`config.mk`:
```
export PLATFORM = sky130hd
export DESIGN_NAME = eth_ipv4_tcp_payload_locator
export DESIGN_NICKNAME = d
export VERILOG_FILES = /design/src/rtl/etpl_pkg.sv /design/src/rtl/eth_ipv4_tcp_payload_locator.sv
export SDC_FILE = /design/constraint.sdc
export NUM_CORES = 1
export LEC_CHECK = 0
export ABC_AREA = 1
export BUFFER_PORTS_ARGS = -buffer_cell sky130_fd_sc_hd__buf_4
export CAP_MARGIN = 10
export CORE_MARGIN = 4
export CORE_UTILIZATION = 55
export CTS_BUF_LIST = sky130_fd_sc_hd__clkbuf_16
export DETAILED_ROUTE_END_ITERATION = 6
export PLACE_DENSITY = 0.87
export SETUP_SLACK_MARGIN = 0.05
export SLEW_MARGIN = 20
export SYNTH_ARGS = -nofsm -noshare
export SYNTH_HDL_FRONTEND = slang
export SYNTH_SLANG_ARGS = --single-unit
```
`constraint.sdc`:
```
create_clock -name clk -period 6.1 [get_ports clk]
set_input_delay 1.22 -clock clk [delete_from_list [all_inputs] [get_ports clk]]
set_output_delay 1.22 -clock clk [all_outputs]
set_load 0.02 [all_outputs]
```
`src/rtl/etpl_pkg.sv`:
```
// Package: shared constants and verdict codes for the Ethernet/IPv4/TCP payload locator.
`default_nettype none

package etpl_pkg;

  // Frame layout
  localparam int unsigned ETH_HDR_BYTES   = 14;
  localparam int unsigned POS_ETYPE_HI    = 12;
  localparam int unsigned POS_ETYPE_LO    = 13;
  localparam int unsigned POS_IHL         = ETH_HDR_BYTES;
  localparam int unsigned POS_PROTO       = ETH_HDR_BYTES + 9;
  // TCP data offset byte sits 12 bytes into the TCP header
  localparam int unsigned TCP_OFFS_BYTE   = 12;

  localparam logic [15:0] ETYPE_IPV4 = 16'h0800;
  localparam logic [7:0]  PROTO_TCP  = 8'd6;

  // Register defaults
  localparam int unsigned MAX_FRAME_BYTES_DEF = 2047;
  localparam logic [10:0] MAX_PAYLOAD_RESET   = 11'd260;

  // Register map
  localparam logic REG_MAX_PAYLOAD = 1'b0;

  // fields_seen bit positions
  localparam int unsigned SEEN_ETYPE = 0;
  localparam int unsigned SEEN_IHL   = 1;
  localparam int unsigned SEEN_PROTO = 2;
  localparam int unsigned SEEN_TCP   = 3;

  // Verdict codes
  localparam logic [2:0] VERDICT_ACCEPT    = 3'd0;
  localparam logic [2:0] VERDICT_NOT_IPV4  = 3'd1;
  localparam logic [2:0] VERDICT_NOT_TCP   = 3'd2;
  localparam logic [2:0] VERDICT_BAD_LEN   = 3'd3;
  localparam logic [2:0] VERDICT_TRUNCATED = 3'd4;

endpackage

`default_nettype wire

```
`src/rtl/eth_ipv4_tcp_payload_locator.sv`:
```
// Top level: Ethernet/IPv4/TCP payload locator, byte-wide frame in, one verdict per frame out.
`default_nettype none

// Frame bytes stream in one item per clock, in wire order, with frame_end on
// the last byte. The block picks off the ethertype (bytes 12-13), the IPv4
// header length (low nibble of byte 14, times 4), the protocol (byte 23) and
// the TCP data offset (high nibble at 14 + IP header length + 12, times 4).
// On the last byte it posts exactly one result: accepted (with payload offset
// and length), not IPv4, not TCP, payload length out of range (zero or less, or above
// max_payload_len), or truncated (frame ended before a needed field). Rate:
// one byte per cycle, sustained; the field capture and the final length
// compare sit between the per-frame capture registers and the result
// register, so a result appears the cycle after its last byte is taken.
// The byte counter saturates at MAX_FRAME_BYTES; later bytes count as none.
// The input stalls only while a posted result is held by out_stall.
// Config: APB register 0 (byte address 0) is max_payload_len, reset 260;
// write it only while no frame is in flight.
module eth_ipv4_tcp_payload_locator
  import etpl_pkg::*;
#(
  parameter int unsigned MAX_FRAME_BYTES = MAX_FRAME_BYTES_DEF
) (
  input  wire logic        clk,
  input  wire logic        rst,
  // APB config port
  input  wire logic        psel,
  input  wire logic        penable,
  input  wire logic        pwrite,
  input  wire logic [2:0]  paddr,
  input  wire logic [31:0] pwdata,
  output logic [31:0]      prdata,
  output logic             pready,
  // Input channel
  input  wire logic        in_valid,
  output logic             in_stall,
  input  wire logic [7:0]  frame_byte,
  input  wire logic        frame_end,
  // Result channel
  output logic             out_valid,
  input  wire logic        out_stall,
  output logic [2:0]       verdict,
  output logic [7:0]       payload_offset,
  output logic [10:0]      payload_bytes
);

  localparam int unsigned CntW = $clog2(MAX_FRAME_BYTES + 1);
  localparam logic [CntW-1:0] CntMax = CntW'(MAX_FRAME_BYTES);

  // Config register
  logic [10:0] max_payload_len;

  // Per-frame capture state
  logic [CntW-1:0] byte_count;
  logic [15:0]     ether_type_seen;
  logic [5:0]      ip_hdr_bytes;
  logic [7:0]      proto_seen;
  logic [5:0]      tcp_hdr_bytes;
  logic [3:0]      fields_seen;

  logic [CntW-1:0] byte_count_next;
  logic [15:0]     ether_type_seen_next;
  logic [5:0]      ip_hdr_bytes_next;
  logic [7:0]      proto_seen_next;
  logic [5:0]      tcp_hdr_bytes_next;
  logic [3:0]      fields_seen_next;

  logic            in_accept;
  logic            capturing;
  logic [CntW:0]   tcp_pos;
  logic [7:0]      hdrs;
  logic [CntW:0]   caplen_ext;
  logic [CntW:0]   hdrs_ext;
  logic [CntW:0]   pay_len;
  logic [2:0]      verdict_next;

  // ---------------- APB ----------------
  assign pready = 1'b1;
  assign prdata = (paddr[2] == REG_MAX_PAYLOAD) ? {21'd0, max_payload_len} : 32'd0;

  always_ff @(posedge clk) begin
    if (rst) begin
      max_payload_len <= MAX_PAYLOAD_RESET;
    end else if (psel && penable && pwrite && pready && paddr[2] == REG_MAX_PAYLOAD) begin
      max_payload_len <= pwdata[10:0];
    end
  end

  // ---------------- handshake ----------------
  // Output register holds the result; input only waits when it is stuck.
  assign in_stall  = out_valid && out_stall;
  assign in_accept = in_valid && !in_stall;

  // ---------------- field capture ----------------
  // TCP offset byte position depends on the IHL captured earlier.
  assign tcp_pos   = (CntW+1)'(ETH_HDR_BYTES + TCP_OFFS_BYTE) + (CntW+1)'(ip_hdr_bytes);
  assign capturing = byte_count < CntMax;

  always_comb begin
    byte_count_next      = byte_count;
    ether_type_seen_next = ether_type_seen;
    ip_hdr_bytes_next    = ip_hdr_bytes;
    proto_seen_next      = proto_seen;
    tcp_hdr_bytes_next   = tcp_hdr_bytes;
    fields_seen_next     = fields_seen;
    if (capturing) begin
      byte_count_next = byte_count + CntW'(1);
      if (byte_count == CntW'(POS_ETYPE_HI)) begin
        ether_type_seen_next[15:8] = frame_byte;
      end else if (byte_count == CntW'(POS_ETYPE_LO)) begin
        ether_type_seen_next[7:0]    = frame_byte;
        fields_seen_next[SEEN_ETYPE] = 1'b1;
      end else if (byte_count == CntW'(POS_IHL)) begin
        ip_hdr_bytes_next          = {frame_byte[3:0], 2'b00};
        fields_seen_next[SEEN_IHL] = 1'b1;
      end else if (byte_count == CntW'(POS_PROTO)) begin
        proto_seen_next              = frame_byte;
        fields_seen_next[SEEN_PROTO] = 1'b1;
      end
      // never coincides with the IHL byte itself (tcp_pos >= 26)
      if (fields_seen[SEEN_IHL] && {1'b0, byte_count} == tcp_pos) begin
        tcp_hdr_bytes_next         = {frame_byte[7:4], 2'b00};
        fields_seen_next[SEEN_TCP] = 1'b1;
      end
    end
  end

  // ---------------- verdict ----------------
  assign hdrs       = 8'(ETH_HDR_BYTES) + {2'b00, ip_hdr_bytes_next}
                    + {2'b00, tcp_hdr_bytes_next};
  assign caplen_ext = {1'b0, byte_count_next};
  assign hdrs_ext   = (CntW+1)'(hdrs);
  assign pay_len    = caplen_ext - hdrs_ext;

  always_comb begin
    if (!fields_seen_next[SEEN_ETYPE]) begin
      verdict_next = VERDICT_TRUNCATED;
    end else if (ether_type_seen_next != ETYPE_IPV4) begin
      verdict_next = VERDICT_NOT_IPV4;
    end else if (!fields_seen_next[SEEN_PROTO]) begin
      verdict_next = VERDICT_TRUNCATED;
    end else if (proto_seen_next != PROTO_TCP) begin
      verdict_next = VERDICT_NOT_TCP;
    end else if (!fields_seen_next[SEEN_TCP]) begin
      verdict_next = VERDICT_TRUNCATED;
    end else if (caplen_ext <= hdrs_ext
                 || pay_len > (CntW+1)'(max_payload_len)) begin
      verdict_next = VERDICT_BAD_LEN;
    end else begin
      verdict_next = VERDICT_ACCEPT;
    end
  end

  // ---------------- state registers ----------------
  always_ff @(posedge clk) begin
    if (rst) begin
      byte_count      <= '0;
      ether_type_seen <= '0;
      ip_hdr_bytes    <= '0;
      proto_seen      <= '0;
      tcp_hdr_bytes   <= '0;
      fields_seen     <= '0;
    end else if (in_accept) begin
      if (frame_end) begin
        // start the next frame clean
        byte_count      <= '0;
        ether_type_seen <= '0;
        ip_hdr_bytes    <= '0;
        proto_seen      <= '0;
        tcp_hdr_bytes   <= '0;
        fields_seen     <= '0;
      end else begin
        byte_count      <= byte_count_next;
        ether_type_seen <= ether_type_seen_next;
        ip_hdr_bytes    <= ip_hdr_bytes_next;
        proto_seen      <= proto_seen_next;
        tcp_hdr_bytes   <= tcp_hdr_bytes_next;
        fields_seen     <= fields_seen_next;
      end
    end
  end

  // ---------------- result register ----------------
  always_ff @(posedge clk) begin
    if (rst) begin
      out_valid <= 1'b0;
    end else if (in_accept && frame_end) begin
      out_valid <= 1'b1;
    end else if (!out_stall) begin
      out_valid <= 1'b0;
    end
  end

  always_ff @(posedge clk) begin
    if (in_accept && frame_end) begin
      verdict <= verdict_next;
      if (verdict_next == VERDICT_ACCEPT) begin
        payload_offset <= hdrs;
        payload_bytes  <= pay_len[10:0];
      end else begin
        payload_offset <= 8'd0;
        payload_bytes  <= 11'd0;
      end
    end
  end

`ifndef ASSERT_OFF
  // A frame end always posts a result next cycle.
  a_end_posts: assert property (@(posedge clk) disable iff (rst)
    in_accept && frame_end |=> out_valid)
    else $error("frame end did not post a result");

  // Capture state is cleared after every frame end.
  a_end_clears: assert property (@(posedge clk) disable iff (rst)
    in_accept && frame_end |=> byte_count == '0 && fields_seen == '0)
    else $error("frame state not cleared after frame end");

  // Rejected results carry zero offset and length.
  a_reject_zero: assert property (@(posedge clk) disable iff (rst)
    out_valid && verdict != VERDICT_ACCEPT |-> payload_offset == 8'd0
      && payload_bytes == 11'd0)
    else $error("rejected result with nonzero offset or length");

  // Accepted results have a real payload behind a full Ethernet header.
  a_accept_sane: assert property (@(posedge clk) disable iff (rst)
    out_valid && verdict == VERDICT_ACCEPT |-> payload_bytes != 11'd0
      && payload_offset >= 8'(ETH_HDR_BYTES))
    else $error("accepted result with bad offset or length");

  // Input is held off only while a result is stuck.
  a_stall_cause: assert property (@(posedge clk) disable iff (rst)
    in_stall |-> out_valid)
    else $error("input stalled with no pending result");
`endif

endmodule

`default_nettype wire

```
# [Word-level counts from Yosys, hierarchy flattened]
# Cells that the tools add are included.
[op_classes] reduce_logical=13 add_sub_neg=5 n_mux=39 n_lt_le_gt_ge=3 n_bitwise=1 n_eq_ne=10
[ops] cell="$mux 8" count=9
[ops] cell="$mux 6" count=8
[ops] cell="$eq 11x4->1 const B" count=3
[ops] cell="$mux 11" count=3
[ops] cell="$mux 16" count=2
[ops] cell="$mux 3" count=6
[ops] cell="$ne 16x12->1 const B" count=1
[ops] cell="$gt 12x11->1" count=1
[ops] cell="$sub 11x8->12" count=1
[ops] cell="$add 11x1->11 const B" count=1
[ops] cell="$eq 11x5->1 const B" count=1
[ops] cell="$eq 11x7->1" count=1
[ops] cell="$le 11x8->1" count=1
[ops] cell="$lt 11x11->1 const B" count=1
[ops] cell="$add 7x6->8" count=1
[ops] cell="$mux 4" count=2
[ops] cell="$ne 8x3->1 const B" count=1
[ops] cell="$add 4x6->7 const A" count=1
[ops] cell="$add 5x6->7 const A" count=1
[ops] cell="$logic_and 1x1->1" count=7
[ops] cell="$mux 1" count=7
[ops] cell="$reduce_and 5->1" count=1
[ops] cell="$mux 2" count=2
[ops] cell="$ne 2x2->1 const B" count=2
[ops] cell="6 further kinds" count=7
[totals] output_inout_bits=57 inputBits=51 elab_cells=83 regBits=85

# [Longest topological paths before layout]
[depth] word_depth=17 depth_mapped=44 mapped_depth_nobuf=43

# [Worst setup path before layout]
# No wires, ideal clock.
[synth_path] path_kind="reg-to-reg" startpoint="register byte_count[0]" endpoint="register payload_offset[3], data pin" path_slack_ps=854 setup_ps=263 n_path_buf=2 t_arrival_ps=4983 period_less_slack_ps=5246 required_time_ps=5837 stages_incl_launch_ff=40 cell_sequence="dfxtp_1 > inv_1 > ha_1 > inv_1 > nor2_4 > buf_6 > nand2_1 > nand3_1 > nand2_1 > o21ai_0 > ha_1 > inv_1 > ha_1 > a21oi_1 > inv_1 > a31oi_1 > o21ai_0 > a21oi_1 > [4 not listed] > a21oi_1 > o21ai_0 > nand3b_1 > nor2_1 > xnor2_1 > inv_1 > ha_1 > nand2_1 > nor2_1 > nand4_1 > nand2_1 > nand2_1 > nand2_1 > nand2_1 > nand2_2 > nand2_4 > buf_12 > nor3_2"
[synth_between] elab_chain_len=17 word_cells_on_any_way=46 cone_classes="4 x add/sub; 3 x order compare; 7 x eq/ne; 29 x mux; 3 x reduce/logical"
[synth_lines] element="start: declaration" line="eth_ipv4_tcp_payload_locator.sv:53" text="logic [CntW-1:0] byte_count;"
[synth_lines] element="start signal: assignment" line="eth_ipv4_tcp_payload_locator.sv:172" text="byte_count <= byte_count_next;"
[synth_lines] element="$eq 11x4->1" line="eth_ipv4_tcp_payload_locator.sv:112" text="end else if (byte_count == CntW'(POS_IHL)) begin"
[synth_lines] element="$mux 6" line="eth_ipv4_tcp_payload_locator.sv:112"
[synth_lines] element="$mux 6" line="eth_ipv4_tcp_payload_locator.sv:109" text="end else if (byte_count == CntW'(POS_ETYPE_LO)) begin"
[synth_lines] element="$mux 6" line="eth_ipv4_tcp_payload_locator.sv:107" text="if (byte_count == CntW'(POS_ETYPE_HI)) begin"
[synth_lines] element="$mux 6" line="eth_ipv4_tcp_payload_locator.sv:105" text="if (capturing) begin"
[synth_lines] element="$add 4x6->7" line="eth_ipv4_tcp_payload_locator.sv:128" text="assign hdrs = 8'(ETH_HDR_BYTES) + {2'b00, ip_hdr_bytes_next}"
[synth_lines] element="$add 7x6->8" line="eth_ipv4_tcp_payload_locator.sv:129" text="+ {2'b00, tcp_hdr_bytes_next};"
[synth_lines] element="$sub 11x8->12 (*)" line="eth_ipv4_tcp_payload_locator.sv:132" text="assign pay_len = caplen_ext - hdrs_ext;"
[synth_lines] element="net pay_len[10]" line="eth_ipv4_tcp_payload_locator.sv:73" text="logic [CntW:0] pay_len;"
[synth_lines] element="[1 not listed]"
[synth_lines] element="$logic_or 1x1->1 (*)" line="eth_ipv4_tcp_payload_locator.sv:146" text="|| pay_len > (CntW+1)'(max_payload_len)) begin"
[synth_lines] element="$mux 2 (*)" line="eth_ipv4_tcp_payload_locator.sv:145" text="end else if (caplen_ext <= hdrs_ext"
[synth_lines] element="$mux 3 (*)" line="eth_ipv4_tcp_payload_locator.sv:143" text="end else if (!fields_seen_next[SEEN_TCP]) begin"
[synth_lines] element="$mux 3 (*)" line="eth_ipv4_tcp_payload_locator.sv:141" text="end else if (proto_seen_next != PROTO_TCP) begin"
[synth_lines] element="$mux 3 (*)" line="eth_ipv4_tcp_payload_locator.sv:139" text="end else if (!fields_seen_next[SEEN_PROTO]) begin"
[synth_lines] element="$mux 3 (*)" line="eth_ipv4_tcp_payload_locator.sv:137" text="end else if (ether_type_seen_next != ETYPE_IPV4) begin"
[synth_lines] element="$mux 3 (*)" line="eth_ipv4_tcp_payload_locator.sv:135" text="if (!fields_seen_next[SEEN_ETYPE]) begin"
[synth_lines] element="$logic_not 3->1 (*)" line="eth_ipv4_tcp_payload_locator.sv:196" text="if (verdict_next == VERDICT_ACCEPT) begin"
[synth_lines] element="end signal: assignment" line="eth_ipv4_tcp_payload_locator.sv:197" text="payload_offset <= hdrs;"
[synth_lines] element="end: declaration" line="eth_ipv4_tcp_payload_locator.sv:42" text="output logic [7:0] payload_offset,"
# Mark *: on every way through the listed nets, which the timed path passes. The rest lies on a longest branch. The select of a mux whose other input is x is not followed.
# A chain may end at the register's enable or synchronous reset.

# [Final worst setup path]
[layout_path] startpoint="register ip_hdr_bytes[1]" endpoint="register payload_offset[2], data pin"
[layout_between] elab_chain_len=16 word_cells_on_any_way=24 cone_classes="4 x add/sub; 2 x order compare; 1 x eq/ne; 14 x mux; 3 x reduce/logical"
[layout_lines] element="start: declaration" line="eth_ipv4_tcp_payload_locator.sv:55" text="logic [5:0] ip_hdr_bytes;"
[layout_lines] element="start signal: assignment" line="eth_ipv4_tcp_payload_locator.sv:174" text="ip_hdr_bytes <= ip_hdr_bytes_next;"
[layout_lines] element="$add 5x6->7 or $mux 6 (tied branches)" line="eth_ipv4_tcp_payload_locator.sv:95, eth_ipv4_tcp_payload_locator.sv:112"
[layout_lines] element="$eq 11x7->1 or $mux 6 (tied branches)" line="eth_ipv4_tcp_payload_locator.sv:120, eth_ipv4_tcp_payload_locator.sv:109"
[layout_lines] element="$logic_and 1x1->1 or $mux 6 (tied branches)" line="eth_ipv4_tcp_payload_locator.sv:120, eth_ipv4_tcp_payload_locator.sv:107"
[layout_lines] element="$mux 6 (on tied branches)" line="eth_ipv4_tcp_payload_locator.sv:120, eth_ipv4_tcp_payload_locator.sv:105"
[layout_lines] element="$mux 6 or $add 4x6->7 (tied branches)" line="eth_ipv4_tcp_payload_locator.sv:105, eth_ipv4_tcp_payload_locator.sv:128"
[layout_lines] element="$add 7x6->8 (*)" line="eth_ipv4_tcp_payload_locator.sv:129"
[layout_lines] element="$sub 11x8->12 (*)" line="eth_ipv4_tcp_payload_locator.sv:132"
[layout_lines] element="net pay_len[10]" line="eth_ipv4_tcp_payload_locator.sv:73"
[layout_lines] element="$gt 12x11->1 (*)" line="eth_ipv4_tcp_payload_locator.sv:146"
[layout_lines] element="$logic_or 1x1->1 (*)" line="eth_ipv4_tcp_payload_locator.sv:146"
[layout_lines] element="$mux 2 (*)" line="eth_ipv4_tcp_payload_locator.sv:145"
[layout_lines] element="$mux 3 (*)" line="eth_ipv4_tcp_payload_locator.sv:143"
[layout_lines] element="$mux 3 (*)" line="eth_ipv4_tcp_payload_locator.sv:141"
[layout_lines] element="$mux 3 (*)" line="eth_ipv4_tcp_payload_locator.sv:139"
[layout_lines] element="$mux 3 (*)" line="eth_ipv4_tcp_payload_locator.sv:137"
[layout_lines] element="$mux 3 (*)" line="eth_ipv4_tcp_payload_locator.sv:135"
[layout_lines] element="$logic_not 3->1 (*)" line="eth_ipv4_tcp_payload_locator.sv:196"
# Marks and branches as above.

==> reports/qor.csv <==
stage;metric;value;unit
logic_synthesis;ys_seq_elements;85;
grt;grt_max_degree;46;
clocking;clkSinkCount;85;
worst_setup_path;arrival;5.96;ns
sta;layout_setup_ws;0.3161;ns
die;die_height;108.1;um
clocking;hold_buffers;0;
cells_and_area;fin_nets;935;
cells_and_area;final_cells;985;
die;die_x;108.1;um
placement;place_congestion;0.9195;
outcome;status;finished clean;
power_and_ir_drop;intPower;0.9299;mW
worst_setup_path;slowest_delay;0.47;ns
logic_synthesis;synth_top_cells_by_count;nand2_1 (213), inv_1 (110), nor2_1 (69);
cells_and_area;final_util;0.6614;
clocking;cts_tree;built;
power_and_ir_drop;ir_drop;152.0;uV
job;drv_cap;0;
routing;via_per_inst;5.221;
die;ioPinCount;108;
power_and_ir_drop;sw_frac_of_total;0.2401;
power_and_ir_drop;p_comb_frac;0.086;
die;fp-row-count;36;
routing;dr.pass1.iters;5;
placement;port_buffers;62;
routing;wirelength;13370;um
routing;drc;0;
logic_synthesis;ys_warn_count;0;
grt;grt_pass1_wl;21050;um
die;coreArea;9774;um2
grt;track_usage;0.2251;
sta;fmax;172.9;MHz
logic_synthesis;synth_top_cell_area_share;0.2287;
grt;grt_overflow_total;0;
clocking;cts.clk_slew.worst_paths;0.06;ns
worst_setup_path;worstPathMaxFanout;10;
cells_and_area;insertedDiodeCount;0;
sta;fin_skew;0.005948;ns
routing;ant_nets;0;
clocking;root_buffer;clkbuf_16;
power_and_ir_drop;p_switching;0.2938;mW
placement;hpwl;9300;um
sta;worst_pin_slew;0.9283;ns
logic_synthesis;syn_area;5515;um2
placement;dp_cells;966;
logic_synthesis;synth_cell_types;38;
sta;fin_crit;5.784;ns
logic_synthesis;synth-edff-count;22;
placement;pre_cts_ws;0.06597;ns
die;start_util;0.5643;
sta;drv_slew;0;
power_and_ir_drop;p_seq_frac;0.481;
clocking;insertion_delay;0.34;ns
cells_and_area;syn2layout_area_growth;17.22;%
clocking;clockBufferDepth;2;
min_path;hp-class;flop to flop;
worst_setup_path;critPathCaptureType;flop;
logic_synthesis;postSynthCellCount;787;
routing;drt_iter0_drc;569;
worst_setup_path;crit_type;flop to flop;
power_and_ir_drop;leakagePower;3.061;nW
sta;finalCritPeriodShare;0.9482;
logic_synthesis;post-synth-top-count-cell;nand2_1;
power_and_ir_drop;p_per_area;189.3;nW/um2
logic_synthesis;syn-mean-instance-area;7.008;um2
power_and_ir_drop;clkPwrFrac;0.433;
logic_synthesis;async_reset_ff_frac;0;
worst_setup_path;slowest_stage;fa_1;
die;die-area;11690;um2
worst_setup_path;crit_path_start_kind;flop;
clocking;cts_inserted_buffers;9;
logic_synthesis;synth_area_leaders;dfxtp_1 (23%), nand2_1 (14%), edfxtp_1 (12%), ha_1 (7.9%), inv_1 (7.5%);
logic_synthesis;synthFlopType;dfxtp_1;
routing;vias;5143;
sta;setup_viol;0;
sta;holdWs;0.4495;ns
logic_synthesis;synth_area_leader_cell;dfxtp_1;
routing;routedWlPerCell;13.57;um
clocking;htree_levels;3;
cells_and_area;drive_gt1_frac;0.1749;
grt;antenna_found_initial;0;
logic_synthesis;seq_area_frac_synth;0.3485;
sta;final-hold-violation-count;0;
worst_setup_path;required;6.27;ns
sta;slew_headroom;0.3804;
grt;grt_pass1_vias;4448;
## logic make-up (layout without fill, tap and decap cells)
family,count (synthesis),count (layout),synth area share
flip-flops,85,85,0.3485
AND/OR/NAND/NOR,376,376,0.3013
buffers and inverters,158,203,0.1309
other,2,22,0.001362
AO/OA/AOI/OAI,114,114,0.1075
XOR/XNOR,15,15,0.02382
adder cells (fa/ha/maj),37,37,0.08666
## layout make-up
type | instances | area (um2)
Tap cell | 133 | 166.4
Clock buffer | 9 | 225.2
Inverter | 114 | 427.9
Fill cell | 800 | 3309
Multi-Input combinational cell | 564 | 3079
Sequential cell | 85 | 1929
Timing Repair Buffer | 73 | 578.1
Clock inverter | 7 | 58.81
## through the flow
stage          instance area, um2  total power [mW]  setup TNS [ns]
6_report                     6465             1.224               0
5_1_grt                      6465             1.271         -0.8574
4_1_cts                      6291             1.225               0
2_1_floorplan                5590            0.6736               0
3_3_place_gp                 6006            0.7034               0
3_5_place_dp                 6006            0.7046               0
## cells in the final DEF, fill, tap and decap left out, types with 3 or more instances in the layout
| master | netlist | layout |
|---|---|---|
| edfxtp_1 | 22 | 22 |
| nand4_1 | 7 | 7 |
| or2_2 | 3 | 3 |
| nand2_2 | 3 | 5 |
| buf_4 | 24 | 71 |
| xnor2_1 | 4 | 3 |
| nor3_2 | 11 | 19 |
| nor2_4 | 3 | 3 |
| o21ai_0 | 31 | 23 |
| nand3b_1 | 4 | 4 |
| o22ai_1 | 4 | 4 |
| nand2_1 | 213 | 211 |
| nor2_1 | 69 | 62 |
| a21oi_1 | 67 | 67 |
| dfxtp_1 | 63 | 57 |
| ha_1 | 35 | 34 |
| o21ai_2 | 0 | 3 |
| conb_1 | 2 | 22 |
| nand3_2 | 2 | 4 |
| inv_2 | 3 | 4 |
| xor2_1 | 11 | 11 |
| inv_1 | 110 | 111 |
| nand3_1 | 40 | 37 |
| o21ai_1 | 5 | 10 |
| clkbuf_16 | 0 | 10 |
| nor3_1 | 16 | 8 |
| nor2_2 | 0 | 7 |
| dfxtp_2 | 0 | 6 |
## routing by layer
layer | track usage | wire [um] | vias to the layer above
met5 | 0 | 0 | -
met4 | 0.06132 | 215 | 0
met3 | 0.04000 | 1008 | 22
met2 | 0.3663 | 6389 | 197
met1 | 0.3089 | 5756 | 2327
li1 | - | - | 2597
## power by group through the flow
| stage | clock [mW] | combinational [mW] | sequential (mW) |
|---|---|---|---|
| after floorplan | 0 | 0.0657 | 0.608 |
| after global placement | 0 | 0.103 | 0.601 |
| after detailed placement | 0 | 0.103 | 0.601 |
| after CTS | 0.532 | 0.104 | 0.589 |
| after global routing | 0.567 | 0.114 | 0.589 |
| final | 0.529 | 0.105 | 0.589 |
## repair_timing
item	CTS	global route
resized for setup	3	39
pin swaps	0	7
setup buffers	0	2
setup endpoints to repair	2	21
gates cloned	0	1
## critical path, delay by kind of cell (launching register included)
kind / cells / cell delay, ns
AOI/OAI and AO/OA: 6 / 0.76
DFF: 1 / 0.36
xor gates and xnor gates: 3 / 0.50
buffers and inverters: 6 / 0.61
and+or+nand+nor: 16 / 1.77
adders and majority gates: 5 / 1.58
## flip-flops by register name (all words and copies together) (netlist names)
signal / flops
ether_type_seen: 16
byte_count: 11
max_payload_len: 11
payload_bytes: 11
payload_offset: 8
proto_seen: 8
ip_hdr_bytes: 6
tcp_hdr_bytes: 6
fields_seen: 4
verdict: 3
out_valid: 1
## path summary, 6_finish.rpt
path,slack (ns),cells past startpoint,start,to
worst max-delay path,0.32,36,ip_hdr_bytes[1]$_SDFFE_PP0P_,payload_offset[2]$_SDFFCE_PP0P_
worst min-delay path,0.45,2,fields_seen[2]$_SDFFE_PP0P_,fields_seen[2]$_SDFFE_PP0P_
worst max register to register,0.32,36,ip_hdr_bytes[1]$_SDFFE_PP0P_,payload_offset[2]$_SDFFCE_PP0P_
worst min register to register,0.45,2,fields_seen[2]$_SDFFE_PP0P_,fields_seen[2]$_SDFFE_PP0P_
Note: power is estimated with default switching activity, not from simulation.
